==> src/rtl/color_blink_table_core_assert.svh <==
// assertion macros for the color blink table core
`ifndef COLOR_BLINK_TABLE_CORE_ASSERT_SVH
`define COLOR_BLINK_TABLE_CORE_ASSERT_SVH

// check that a condition holds at every clock edge outside reset
`define CBT_ASSERT(label, clk, rst, expr, msg) \
  label: assert property (@(posedge clk) disable iff (rst) (expr)) else $error(msg);

// check that a condition implies another one on the next edge
`define CBT_ASSERT_NEXT(label, clk, rst, pre, post, msg) \
  label: assert property (@(posedge clk) disable iff (rst) (pre) |=> (post)) else $error(msg);

`endif

==> src/rtl/cbt_pkg.sv <==
// types and constants for the color blink table
package cbt_pkg;

  localparam int MAX_ENTRIES = 20;

  typedef enum logic [1:0] {
    CMD_SET  = 2'd0,
    CMD_DEL  = 2'd1,
    CMD_TICK = 2'd2,
    CMD_NOP  = 2'd3
  } cmd_t;

  typedef enum logic [1:0] {
    ST_OK      = 2'd0,
    ST_FULL    = 2'd1,
    ST_MISSING = 2'd2
  } status_t;

  typedef enum logic [1:0] {
    S_IDLE,
    S_SCAN,
    S_FIN,
    S_MOVE
  } state_t;

  typedef struct packed {
    logic [11:0] idx;
    logic [23:0] off;
    logic [23:0] on;
    logic [15:0] period;
    logic [15:0] ticks;
    logic        phase;
  } entry_t;

endpackage

==> src/rtl/cbt_cell.sv <==
// one table cell: holds an entry and passes it to its neighbor on shift
module cbt_cell
  import cbt_pkg::*;
(
  input  logic   clk,
  input  logic   shift,
  input  entry_t din,
  output entry_t dout
);

  entry_t ent;

  // load from the neighbor when the ring rotates
  always_ff @(posedge clk) begin
    if (shift) begin
      ent <= din;
    end
  end

  assign dout = ent;

endmodule

==> src/rtl/color_blink_table_core.sv <==
// Channel  | Signals                                         | Direction
// input    | in_valid, in_stall, command .. period           | to core
// output   | out_valid, out_stall, write_color .. last       | from core
//
// The table is a ring of MaxEntries cells; one rotation visits every entry
// at the head cell, one per cycle unless an output stall holds the ring.
// Every command takes one rotation; a delete that compacts takes a second.
// Output stalls hold the ring when a tick flip cannot be sent. Reset (rst,
// synchronous) empties the table; cell contents are not cleared.
module color_blink_table_core
  import cbt_pkg::*;
#(
  parameter int MaxEntries = MAX_ENTRIES
) (
  input  logic        clk,
  input  logic        rst,
  input  logic        in_valid,
  output logic        in_stall,
  input  logic [1:0]  command,
  input  logic [11:0] color_index,
  input  logic [7:0]  off_red,
  input  logic [7:0]  off_green,
  input  logic [7:0]  off_blue,
  input  logic [7:0]  on_red,
  input  logic [7:0]  on_green,
  input  logic [7:0]  on_blue,
  input  logic [15:0] period,
  output logic        out_valid,
  input  logic        out_stall,
  output logic        write_color,
  output logic [11:0] map_index,
  output logic [7:0]  red,
  output logic [7:0]  green,
  output logic [7:0]  blue,
  output logic [1:0]  status,
  output logic        last
);

  `include "color_blink_table_core_assert.svh"

  localparam int CW = $clog2(MaxEntries + 1);
  localparam logic [CW-1:0] LastStep = CW'(MaxEntries - 1);

  state_t state, state_next;
  logic [CW-1:0] step, count, slot;
  cmd_t        cmd;
  logic [11:0] cmd_idx;
  logic [23:0] cmd_off, cmd_on;
  logic [15:0] cmd_per;
  logic        found, appended;
  logic [23:0] del_color;
  entry_t      hold;
  logic        held_v;
  logic [11:0] held_idx;
  logic [23:0] held_color;

  entry_t chain [MaxEntries];
  entry_t head, head_next;
  logic   shift;

  logic        live, is_last, match, flip, out_free;
  logic        phase_n;
  logic [15:0] ticks_dec;
  logic [23:0] flip_color;
  logic        emit, e_wr, e_last;
  logic [11:0] e_idx;
  logic [23:0] e_color;
  status_t     e_status;

  // ring of cells, head is cell zero, modified head re-enters at the tail
  for (genvar i = 0; i < MaxEntries; i++) begin : g_cell
    if (i == MaxEntries - 1) begin : g_tail
      cbt_cell u_cell (.clk(clk), .shift(shift), .din(head_next), .dout(chain[i]));
    end else begin : g_body
      cbt_cell u_cell (.clk(clk), .shift(shift), .din(chain[i+1]), .dout(chain[i]));
    end
  end

  assign head     = chain[0];
  assign in_stall = (state != S_IDLE);
  assign out_free = !out_valid || !out_stall;
  assign live     = step < count;
  assign is_last  = step == LastStep;
  assign match    = live && (head.idx == cmd_idx) && !found;

  // state register
  always_ff @(posedge clk) begin
    if (rst) begin
      state <= S_IDLE;
    end else begin
      state <= state_next;
    end
  end

  // next state, head update and result selection
  always_comb begin
    state_next = state;
    head_next  = head;
    shift      = 1'b0;
    flip       = 1'b0;
    phase_n    = ~head.phase;
    ticks_dec  = head.ticks - 16'd1;
    flip_color = phase_n ? head.on : head.off;
    emit       = 1'b0;
    e_wr       = 1'b0;
    e_idx      = '0;
    e_color    = '0;
    e_status   = ST_OK;
    e_last     = 1'b1;
    case (state)
      S_IDLE: begin
        if (in_valid) begin
          state_next = S_SCAN;
        end
      end
      S_SCAN: begin
        shift = 1'b1;
        case (cmd)
          CMD_SET: begin
            if (match || (step == count && !found)) begin
              head_next = '{idx: cmd_idx, off: cmd_off, on: cmd_on, period: cmd_per,
                            ticks: cmd_per, phase: 1'b0};
            end
          end
          CMD_TICK: begin
            if (live) begin
              if (ticks_dec == 16'd0) begin
                flip            = 1'b1;
                head_next.phase = phase_n;
                head_next.ticks = head.period;
                shift           = !held_v || out_free;
                if (held_v && out_free) begin
                  emit    = 1'b1;
                  e_wr    = 1'b1;
                  e_idx   = held_idx;
                  e_color = held_color;
                  e_last  = 1'b0;
                end
              end else begin
                head_next.ticks = ticks_dec;
              end
            end
          end
          default: ;
        endcase
        if (shift && is_last) begin
          state_next = S_FIN;
        end
      end
      S_FIN: begin
        if (out_free) begin
          emit       = 1'b1;
          state_next = S_IDLE;
          case (cmd)
            CMD_SET: begin
              if (!found && !appended) begin
                e_status = ST_FULL;
              end
            end
            CMD_DEL: begin
              if (found) begin
                e_wr    = 1'b1;
                e_idx   = cmd_idx;
                e_color = del_color;
                if (slot != count - CW'(1)) begin
                  state_next = S_MOVE;
                end
              end else begin
                e_status = ST_MISSING;
              end
            end
            CMD_TICK: begin
              if (held_v) begin
                e_wr    = 1'b1;
                e_idx   = held_idx;
                e_color = held_color;
              end
            end
            default: ;
          endcase
        end
      end
      S_MOVE: begin
        shift = 1'b1;
        if (step == slot) begin
          head_next = hold;
        end
        if (is_last) begin
          state_next = S_IDLE;
        end
      end
      default: state_next = S_IDLE;
    endcase
  end

  // scan bookkeeping, pending flip flag and entry count
  always_ff @(posedge clk) begin
    if (rst) begin
      step     <= '0;
      count    <= '0;
      found    <= 1'b0;
      appended <= 1'b0;
      held_v   <= 1'b0;
    end else begin
      if (shift) begin
        step <= is_last ? '0 : step + CW'(1);
      end
      case (state)
        S_IDLE: begin
          step     <= '0;
          found    <= 1'b0;
          appended <= 1'b0;
          held_v   <= 1'b0;
        end
        S_SCAN: begin
          case (cmd)
            CMD_SET: begin
              if (match) begin
                found <= 1'b1;
              end
              if (step == count && !found) begin
                appended <= 1'b1;
              end
            end
            CMD_DEL: begin
              if (match) begin
                found <= 1'b1;
              end
            end
            CMD_TICK: begin
              if (flip && shift) begin
                held_v <= 1'b1;
              end
            end
            default: ;
          endcase
        end
        S_FIN: begin
          if (out_free) begin
            held_v <= 1'b0;
            if (cmd == CMD_SET && appended) begin
              count <= count + CW'(1);
            end else if (cmd == CMD_DEL && found) begin
              count <= count - CW'(1);
            end
          end
        end
        default: ;
      endcase
    end
  end

  // payload captured per command and per scan step
  always_ff @(posedge clk) begin
    if (state == S_IDLE && in_valid) begin
      cmd     <= cmd_t'(command);
      cmd_idx <= color_index;
      cmd_off <= {off_red, off_green, off_blue};
      cmd_on  <= {on_red, on_green, on_blue};
      cmd_per <= period;
    end
    if (state == S_SCAN && cmd == CMD_DEL) begin
      if (match) begin
        slot      <= step;
        del_color <= head.off;
      end
      if (live && step == count - CW'(1)) begin
        hold <= head;
      end
    end
    if (flip && shift) begin
      held_idx   <= head.idx;
      held_color <= flip_color;
    end
  end

  // output register
  always_ff @(posedge clk) begin
    if (rst) begin
      out_valid <= 1'b0;
    end else if (emit) begin
      out_valid <= 1'b1;
    end else if (!out_stall) begin
      out_valid <= 1'b0;
    end
  end

  always_ff @(posedge clk) begin
    if (emit) begin
      write_color <= e_wr;
      map_index   <= e_idx;
      red         <= e_color[23:16];
      green       <= e_color[15:8];
      blue        <= e_color[7:0];
      status      <= e_status;
      last        <= e_last;
    end
  end

  `CBT_ASSERT(a_count_bound, clk, rst, count <= CW'(MaxEntries), "entry count above table size")
  `CBT_ASSERT(a_held_scope, clk, rst, !held_v || state == S_SCAN || state == S_FIN,
              "pending flip outside a tick scan")
  `CBT_ASSERT_NEXT(a_scan_end, clk, rst, state == S_SCAN && shift && is_last,
                   state == S_FIN && step == '0, "scan did not end at step zero")

endmodule

==> config.mk <==
export PLATFORM = sky130hd
export DESIGN_NAME = color_blink_table_core
export DESIGN_NICKNAME = d
export VERILOG_FILES = /design/src/rtl/cbt_pkg.sv /design/src/rtl/cbt_cell.sv /design/src/rtl/color_blink_table_core.sv
export VERILOG_INCLUDE_DIRS = /design/src /design/src/rtl
export SDC_FILE = /design/constraint.sdc
export NUM_CORES = 1
export LEC_CHECK = 0
export BUFFER_PORTS_ARGS = -buffer_cell sky130_fd_sc_hd__buf_2
export CAP_MARGIN = 40
export CORE_MARGIN = 2
export CORE_UTILIZATION = 57
export CTS_CLUSTER_DIAMETER = 120
export DETAILED_ROUTE_END_ITERATION = 12
export GPL_TIMING_DRIVEN = 1
export PLACE_DENSITY = 0.7
export SYNTH_ARGS = -nofsm -noshare
export SYNTH_HDL_FRONTEND = slang
export SYNTH_SLANG_ARGS = --single-unit
==> constraint.sdc <==
create_clock -name clk -period 93.2 [get_ports clk]
set_clock_uncertainty 0.2 [all_clocks]
set_input_delay 13.98 -clock clk [delete_from_list [all_inputs] [get_ports clk]]
set_output_delay 13.98 -clock clk [all_outputs]
set_load 0.005 [all_outputs]
# Yosys cells after proc, flatten, opt, wreduce, memory -nomap -nowiden
# Cells that the tools add are included.
# word_totals
register_bits	2152
elab_cells	289
# op_classes
n_addsub	4
order_cmp	1
n_eq_ne	22
mux	74
bitwise	1
n_reduce_logical	38
# ops
cell	n
2-to-1 mux 24 bit	8
2-to-1 mux 93 bit	2
case mux 93 bit (2 select lines)	1
case mux 24 bit (2 select lines)	2
2-to-1 mux 12 bit	7
2-to-1 mux 76 bit	1
case mux 12 bit (2 select lines)	2
case mux 17 bit (2 select lines)	1
2-to-1 mux 1 bit	28
inequality test 2 bit (second input constant)	9
2-to-1 mux 17 bit	1
zero test 16 bit	1
2-to-1 mux 16 bit	1
2-to-1 mux 2 bit	8
subtractor 16 x 1 -> 16 bit (second input constant)	1
== test 5 bit	3
2-to-1 mux 5 bit	3
== test 12 bit	1
logical AND 1 bit	12
case mux 1 bit (2 select lines)	6
AND reduction 4 bit	3
adder 5 x 1 -> 5 bit (second input constant)	2
AND reduction 3 bit	3
case mux 2 bit (4 select lines)	1
other kinds (17)	33

# Depth between registers and ports, before layout
# Gate-level depths: netlist of the first run.
# depth
ltp_word	12
depth_mapped	13
depth_no_buf	9

# Modules after synthesis
# Synthesis of the first run repeated with hierarchy kept, for this count alone.
# hier_totals
cells_unflattened	2907
area_unflattened_um2	69715.6
# by_module_without_submodules
mod	instances	cells_per_inst	area_per_inst_um2	seq_area_each_um2
cbt_cell	20	93	2792.7	2792.7
color_blink_table_core	1	1047	13862.0	8608.3

# Least setup slack after synthesis of the first run
# No wires, ideal clock.
# synth_timing
kind	input to register
from	in out_stall
to	reg step[2]
setup_ps	81
arrival_ps	72328
required_ps	92919
path_slack_ps	20591
cell_stages	6
n_path_buf	0
path_cell_list	nand4_1 > nor4_1 > a41oi_2 > nand2_1 > or3_1 > a21oi_1
# synth_between
elab_chain_len	8
# synth_rtl
element	line_no	rtl
start, declared	color_blink_table_core.sv:29	input logic out_stall,
zero test 1 bit	-	
logical OR 1 bit	color_blink_table_core.sv:81	assign out_free = !out_valid || !out_stall;
logical OR 1 bit	color_blink_table_core.sv:131	shift = !held_v || out_free;
2-to-1 mux 1 bit	color_blink_table_core.sv:127	if (ticks_dec == 16'd0) begin
2-to-1 mux 1 bit	color_blink_table_core.sv:126	if (live) begin
2-to-1 mux 1 bit	color_blink_table_core.sv:118	case (cmd)
2-to-1 mux 1 bit	color_blink_table_core.sv:110	case (state)
case mux 1 bit (2 select lines)	color_blink_table_core.sv:110	
via g_cell[0].g_body.u_cell.shift	cbt_cell.sv:6	input logic shift,
end signal, assigned	color_blink_table_core.sv:206	step <= is_last ? '0 : step + CW'(1);
end, declared	color_blink_table_core.sv:45	logic [CW-1:0] step, count, slot;
# The timed path passes the listed nets, and every way through them passes these cells. The select of a mux whose other input is x is not followed.
# A chain may end at the register's enable or synchronous reset.

# Worst setup path in the final report of the first run
# layout_timing
from	in out_stall
to	reg g_cell[13].g_body.u_cell.ent, in the netlist g_cell[13].g_body.u_cell.dout[71] (enable)
# layout_between
elab_chain_len	8
# layout_rtl
element	line_no	rtl
zero test 1 bit	-	
logical OR 1 bit	color_blink_table_core.sv:81	
logical OR 1 bit	color_blink_table_core.sv:131	
2-to-1 mux 1 bit	color_blink_table_core.sv:127	
2-to-1 mux 1 bit	color_blink_table_core.sv:126	
2-to-1 mux 1 bit	color_blink_table_core.sv:118	
2-to-1 mux 1 bit	color_blink_table_core.sv:110	
case mux 1 bit (2 select lines)	color_blink_table_core.sv:110	
via g_cell[0].g_body.u_cell.shift	cbt_cell.sv:6	
end signal, assigned	cbt_cell.sv:16	ent <= din;
end, declared	cbt_cell.sv:11	entry_t ent;
# The timed path passes the listed nets, and every way through them passes these cells. The select of a mux whose other input is x is not followed.

==> results.cfg, run 1 <==
[status]
status = completed

[logic_synthesis]
synthesis.nets = 3019
synthTopCellsByCount = 2136 x edfxtp_1, 189 x nand3_1, 77 x a22oi_1, 53 x clkbuf_1, 46 x nand2_1
netlist_instances = 2920
ys_seq_area_frac = 0.929
synth_cell_types = 64
ys_warn_count = 0
ys_async_sr_fraction = 0
syn_area_sq_um = 69400
syn_area_per_cell_sq_um = 23.8
synth_edf_count = 2136
synth_top_cell_by_area = edfxtp_1
ys_ff_latch = 2152
yosys.area.top_type_share = 0.925
synth_area_leaders = edfxtp_1 92%, nand3_1 1.4%, a22oi_1 0.83%
synth_flop_cell = edfxtp_1
synthMostInstantiatedCell = edfxtp_1

[clocking]
htree_levels = 4
cts_root_buf = clkbuf_16
clock-sinks = 2152
post_cts_buffers = 0
hold_buffers = 0
insertion_delay_ps = 810
cts_resized = 0
path_clk_slew_ps = 60
cts_buffers = 196
clockBufferDepth = 3
cts_tree = built

[timing]
setup_viol = 0
tightest_slew_ps = 1210
setup_ws_ps = 75560
post-route-min-period_ps = 17640
tns_ps = 0
fmax_ghz = 0.0567
fin_crit_sh = 0.189
final_hold_viol_count = 0
rsz0062_at_grt = no
relSlewSlack = 0.194
report.final.slew_viol_count = 0

[worst_hold_path]
holdCritPathClass = reg2reg
min_delay_worst_endpoint = g_cell[7].g_body.u_cell.dout[39]
min_path_cells = 0
worstHoldStart = g_cell[8].g_body.u_cell.dout[39]

[critical_path]
crit_buf_inv = 9
worstPathMaxFanout = 170
rr_startpoint = g_cell[0].g_body.u_cell.dout[1]
r2r_cells = 14
r2r_slack_ps = 87270
crit_required_ps = 93470
endpoint_kind = flip-flop
path_class = in2reg
max_stage_delay_ps = 550
crit_chain = buf_2, nand4_1, nor4_1, a41oi_4, buf_4, buf_12, buf_4, buf_16, buf_4, buf_16, buf_4, buf_12
crit_top_cell = buf_4
cp.arrival_ps = 17920
cp.depth = 12
critPathTopFamily = buffers and inverters
crit_path_start_kind = input pin
r2r_end = g_cell[13].g_body.u_cell.dout[71]
cp_slowest_cell = buf_12

[drt]
final_antenna_net_count = 0
via_per_inst = 5.65
finalWirelength_um = 115000
wl_per_cell_um = 22.9
first_pass_iters = 6
drtIter0Drc = 3565
vias = 28286
drc = 0

[global_routing]
grt_overflow = 0
grt_use_met3 = 0.0379
grt_pass1_vias = 28118
grtUsageTotal = 0.184
grt_max_degree = 219
gr-usage-met2 = 0.274
gr-usage-met1 = 0.277
grt_pass1_wl_um = 172000
grt-busiest-layer = met1
antenna_found_initial = 5

[layout]
final_cells = 5006
drive_gt1_frac = 0.143
fillers = 7560
n_antenna_cell = 0
area_delta_synth_final_pct = 13.3
layout.nets = 3319

[die]
fp.coreArea_sq_um = 121000
io_pins = 124
die_w_um = 353
num_rows = 128
chipHeight_um = 353
dieArea_sq_um = 125000
start_util = 0.572

[power]
clockPowerShare = 0.268
combPwrFrac = 0.115
switching_share = 0.258
power_leakage_nw = 25.8
p_per_area_nw_per_um2 = 36.3
switchingPower_mw = 0.736
power_mw = 2.85
internal-power_mw = 2.12
peakVddDrop_mv = 0.0303
seqPwrFrac = 0.617

[flow_run]
max_cap_viol_count = 0

[place]
dp_hpwl_um = 58900
dp_cells = 4645
io_buffers = 123
gp_congestion = 0.827
dp_slack_ps = 74450
[layout make-up]
type / instances / area, sq um / area share
sequential: 2152 / 64500 / 0.820
clock buffer: 249 / 5170 / 0.0658
multi-input combinational: 676 / 4600 / 0.0585
tap: 1625 / 2030 / 0.0259
timing repair buffer: 174 / 1300 / 0.0166
clock inverter: 110 / 940 / 0.0120
inverter: 20 / 75.1 / 0.000955
[how the worst max path moves through the flow]
stage	start	to	slack, ps
floorplan	out_stall	step[2]	20590
global placement	out_stall	g_cell[15].g_body.u_cell.dout[80]	73750
detailed placement	out_stall	g_cell[10].g_body.u_cell.dout[71]	74450
CTS	out_stall	g_cell[17].g_body.u_cell.dout[71]	75310
global route	out_stall	g_cell[10].g_body.u_cell.dout[41]	75330
finish	out_stall	g_cell[13].g_body.u_cell.dout[71]	75560
[routing by layer]
| metal | routed length (um) | vias to the layer above |
|---|---|---|
| met4 | 3380 | 0 |
| met1 | 50000 | 14547 |
| li1 | - | 12410 |
| met5 | 0 | - |
| met3 | 8090 | 237 |
| met2 | 53300 | 1092 |
[registers in the layout, summed over array words and instances (netlist names), 2 cells and up]
signal,count
g_cell.g_tail.u_cell.dout,93
count,5
blue,8
state,2
step,5
slot,5
cmd_on,24
status,2
map_index,12
held_idx,12
cmd_idx,12
cmd_off,24
cmd_per,16
g_cell.g_body.u_cell.dout,1767
red,8
green,8
del_color,24
cmd,2
held_color,24
hold,93
[through the flow]
step,instance area (sq um),hold WS (ps),util
detailed placement,72400,205,0.597
CTS,78500,171,0.648
global route,78600,191,0.648
finish,78600,172,0.648
global placement,72100,201,0.595
floorplan,69400,200,-
[power groups by stage]
stage               clock (mW)  sequential, mW  combinational (mW)
CTS                      0.779            1.77               0.327
detailed placement           0            1.77               0.325
floorplan                    0            2.83               0.212
global placement             0            1.76               0.291
finish                   0.764            1.76               0.329
global route             0.815            1.80               0.360
[placed cells by master, fill, tap and decap left out, drive strengths merged, types with 22 or more instances in the layout]
master	n
buf	174
clkbuf	249
nand2	46
o21ai	31
a22oi	77
clkinv	92
a22o	37
nand3	189
inv	24
nor2	39
edfxtp	2136
mux2	25
a21oi	22
xor2	24
[kinds of logic after synthesis]
kind of cell,Yosys count,synth area share
and+or+nand+nor,352,0.0261
muxes,40,0.00622
AOI/OAI and AO/OA,224,0.0242
buffers and inverters,92,0.00586
xor gates and xnor gates,43,0.00543
adders and majority gates,17,0.00307
DFF,2152,0.929
Note: power is estimated with default switching activity, not from simulation.
==> inputs of run 2 (changes only) <==
--- a/config.mk
+++ b/config.mk
@@ -9,11 +9,11 @@
 export BUFFER_PORTS_ARGS = -buffer_cell sky130_fd_sc_hd__buf_2
 export CAP_MARGIN = 40
 export CORE_MARGIN = 2
-export CORE_UTILIZATION = 57
+export CORE_UTILIZATION = 55
 export CTS_CLUSTER_DIAMETER = 120
 export DETAILED_ROUTE_END_ITERATION = 12
 export GPL_TIMING_DRIVEN = 1
-export PLACE_DENSITY = 0.7
+export PLACE_DENSITY = 0.71
 export SYNTH_ARGS = -nofsm -noshare
 export SYNTH_HDL_FRONTEND = slang
 export SYNTH_SLANG_ARGS = --single-unit
==> constraint.sdc (replaced) <==
create_clock -name clk -period 14.45 [get_ports clk]
set_clock_uncertainty 0.2 [all_clocks]
set_input_delay 2.1675 -clock clk [delete_from_list [all_inputs] [get_ports clk]]
set_output_delay 2.1675 -clock clk [all_outputs]
set_load 0.005 [all_outputs]
==> run 2 against run 1 <==
Net effect: worst hold slack better by 24 ps; die area up 3.6%; largest cell class unchanged; first-iteration DRC count down 14%.
==> results.cfg, run 2 (synthesized netlist as in run 1, its figures left out) <==
[clocking]
clockBufferDepth = 3
clock-sinks = 2152
post_cts_buffers = 0
cts_tree = built
cts_root_buf = clkbuf_16
insertion_delay_ps = 820
hold_buffers = 0
htree_levels = 4
cts_resized = 0
cts_buffers = 198
path_clk_slew_ps = 70

[layout]
area_delta_synth_final_pct = 14.0
drive_gt1_frac = 0.150
layout.nets = 3313
layout_commonest_cell = edfxtp_1
fillers = 7930
largest_reg_flops = 1767
final_cell_mix = 2136 x edfxtp_1, 200 x clkbuf_16, 189 x nand3_1

[timing]
tightest_slew_ps = 1170
setup_viol = 0
holdWs_ps = 196
fin_crit_sh = 0.362
relSlewSlack = 0.217
post-route-min-period_ps = 5230
final_hold_viol_count = 0
report.final.slew_viol_count = 0
rsz0062_at_grt = no
fmax_ghz = 0.191
tns_ps = 0

[power]
peakVddDrop_mv = 0.224
switchingPower_mw = 4.75
seqPwrFrac = 0.607
p_per_area_nw_per_um2 = 237
internal-power_mw = 14.0
power_leakage_nw = 26.0
switching_share = 0.254
power_mw = 18.7
combPwrFrac = 0.109
clockPowerShare = 0.284

[place]
gp_congestion = 0.808
dp_hpwl_um = 60100
io_buffers = 123

[global_routing]
grt_max_degree = 221
grt_use_met3 = 0.0370
gr-usage-met1 = 0.270
antenna_found_initial = 5
grt-busiest-layer = met1
gr-usage-met2 = 0.265
grt_pass1_wl_um = 172000
grt_pass1_vias = 27578
grt_overflow = 0
grtUsageTotal = 0.178

[drt]
drtIter0Drc = 3082
first_pass_iters = 6
finalWirelength_um = 115000
vias = 27969
final_antenna_net_count = 0
drc = 0
via_per_inst = 5.55
wl_per_cell_um = 22.8

[die]
chipHeight_um = 359
io_pins = 124
num_rows = 130
dieArea_sq_um = 129000
fp.coreArea_sq_um = 125000
die_w_um = 359
start_util = 0.553

[critical_path]
endpoint_kind = flip-flop
crit_top_cell = buf_12
crit_path_start_kind = input pin
crit_chain = buf_2, nand4_1, nor4_2, a41oi_4, buf_12, buf_12, buf_4
cp_slowest_cell = buf_4
cp.arrival_ps = 5460
max_stage_delay_ps = 770
crit_required_ps = 14670
path_class = in2reg
worstPathMaxFanout = 220
r2r_slack_ps = 9220

[worst_hold_path]
holdCritPathClass = reg2reg

[flow_run]
max_cap_viol_count = 0

[status]
status = completed
-- run 2: cell types whose count changed in the layout (fill, tap and decap cells not counted), moves of 3 or more --
cell	previous run	this run
inv_16	2	8
clkinv_1	49	40
bufinv_16	10	29
clkinv_2	30	38
buf_4	34	26
inv_6	1	6
clkbuf_1	50	39
clkinv_8	5	1
diode_2	0	3
clkinv_16	3	0
-- run 2: power by group through the flow --
stage | clock network, mW | logic [mW] | registers [mW]
floorplan | 0 | 0.876 | 11.5
detailed placement | 0 | 2.05 | 11.4
global route | 5.67 | 2.24 | 11.6
CTS | 5.44 | 2.04 | 11.5
global placement | 0 | 1.86 | 11.4
finish | 5.33 | 2.03 | 11.4
-- run 2: cell type report --
class | instances | area, sq um | share of cell area
sequential | 2152 | 64500 | 0.815
clock buffer | 239 | 5150 | 0.0651
multi-input combinational | 676 | 4600 | 0.0582
tap | 1650 | 2060 | 0.0261
clock inverter | 130 | 1510 | 0.0191
timing repair buffer | 166 | 1230 | 0.0155
inverter | 20 | 75.1 | 0.000949
antenna | 3 | 7.51 | 0.0000949
-- run 2: stage by stage --
| step | instances | instance area [sq um] | util | worst slack (ps) |
|---|---|---|---|---|
| 3_3_place_gp | 4652 | 72100 | 0.575 | 8260 |
| 6_report | 5036 | 79100 | 0.631 | 9220 |
| 2_1_floorplan | 2920 | 69400 | - | -24690 |
| 4_1_cts | 5032 | 79100 | 0.630 | 9140 |
| 3_5_place_dp | 4663 | 72400 | 0.577 | 8270 |
| 5_1_grt | 5033 | 79100 | 0.631 | 8780 |
-- run 2: critical path: cells and delay by family --
| kind | cells | cell delay (ps) |
|---|---|---|
| AO/OA/AOI/OAI | 1 | 310 |
| buffers and inverters | 4 | 2350 |
| AND/OR/NAND/NOR | 2 | 240 |
-- run 2: path summary, 6_finish.rpt --
path,from,endpoint,cells past startpoint
worst max-delay path,out_stall,g_cell[5].g_body.u_cell.dout[83],7
worst min-delay path,g_cell[1].g_body.u_cell.dout[27],g_cell[0].g_body.u_cell.dout[27],0
worst max register to register,g_cell[0].g_body.u_cell.dout[1],g_cell[5].g_body.u_cell.dout[83],9
worst min register to register,g_cell[1].g_body.u_cell.dout[27],g_cell[0].g_body.u_cell.dout[27],0
-- run 2: routing by layer --
metal,share of wire,vias up
met4,0.022,0
li1,-,12408
met1,0.45,14394
met3,0.070,187
met2,0.46,980
met5,0,-
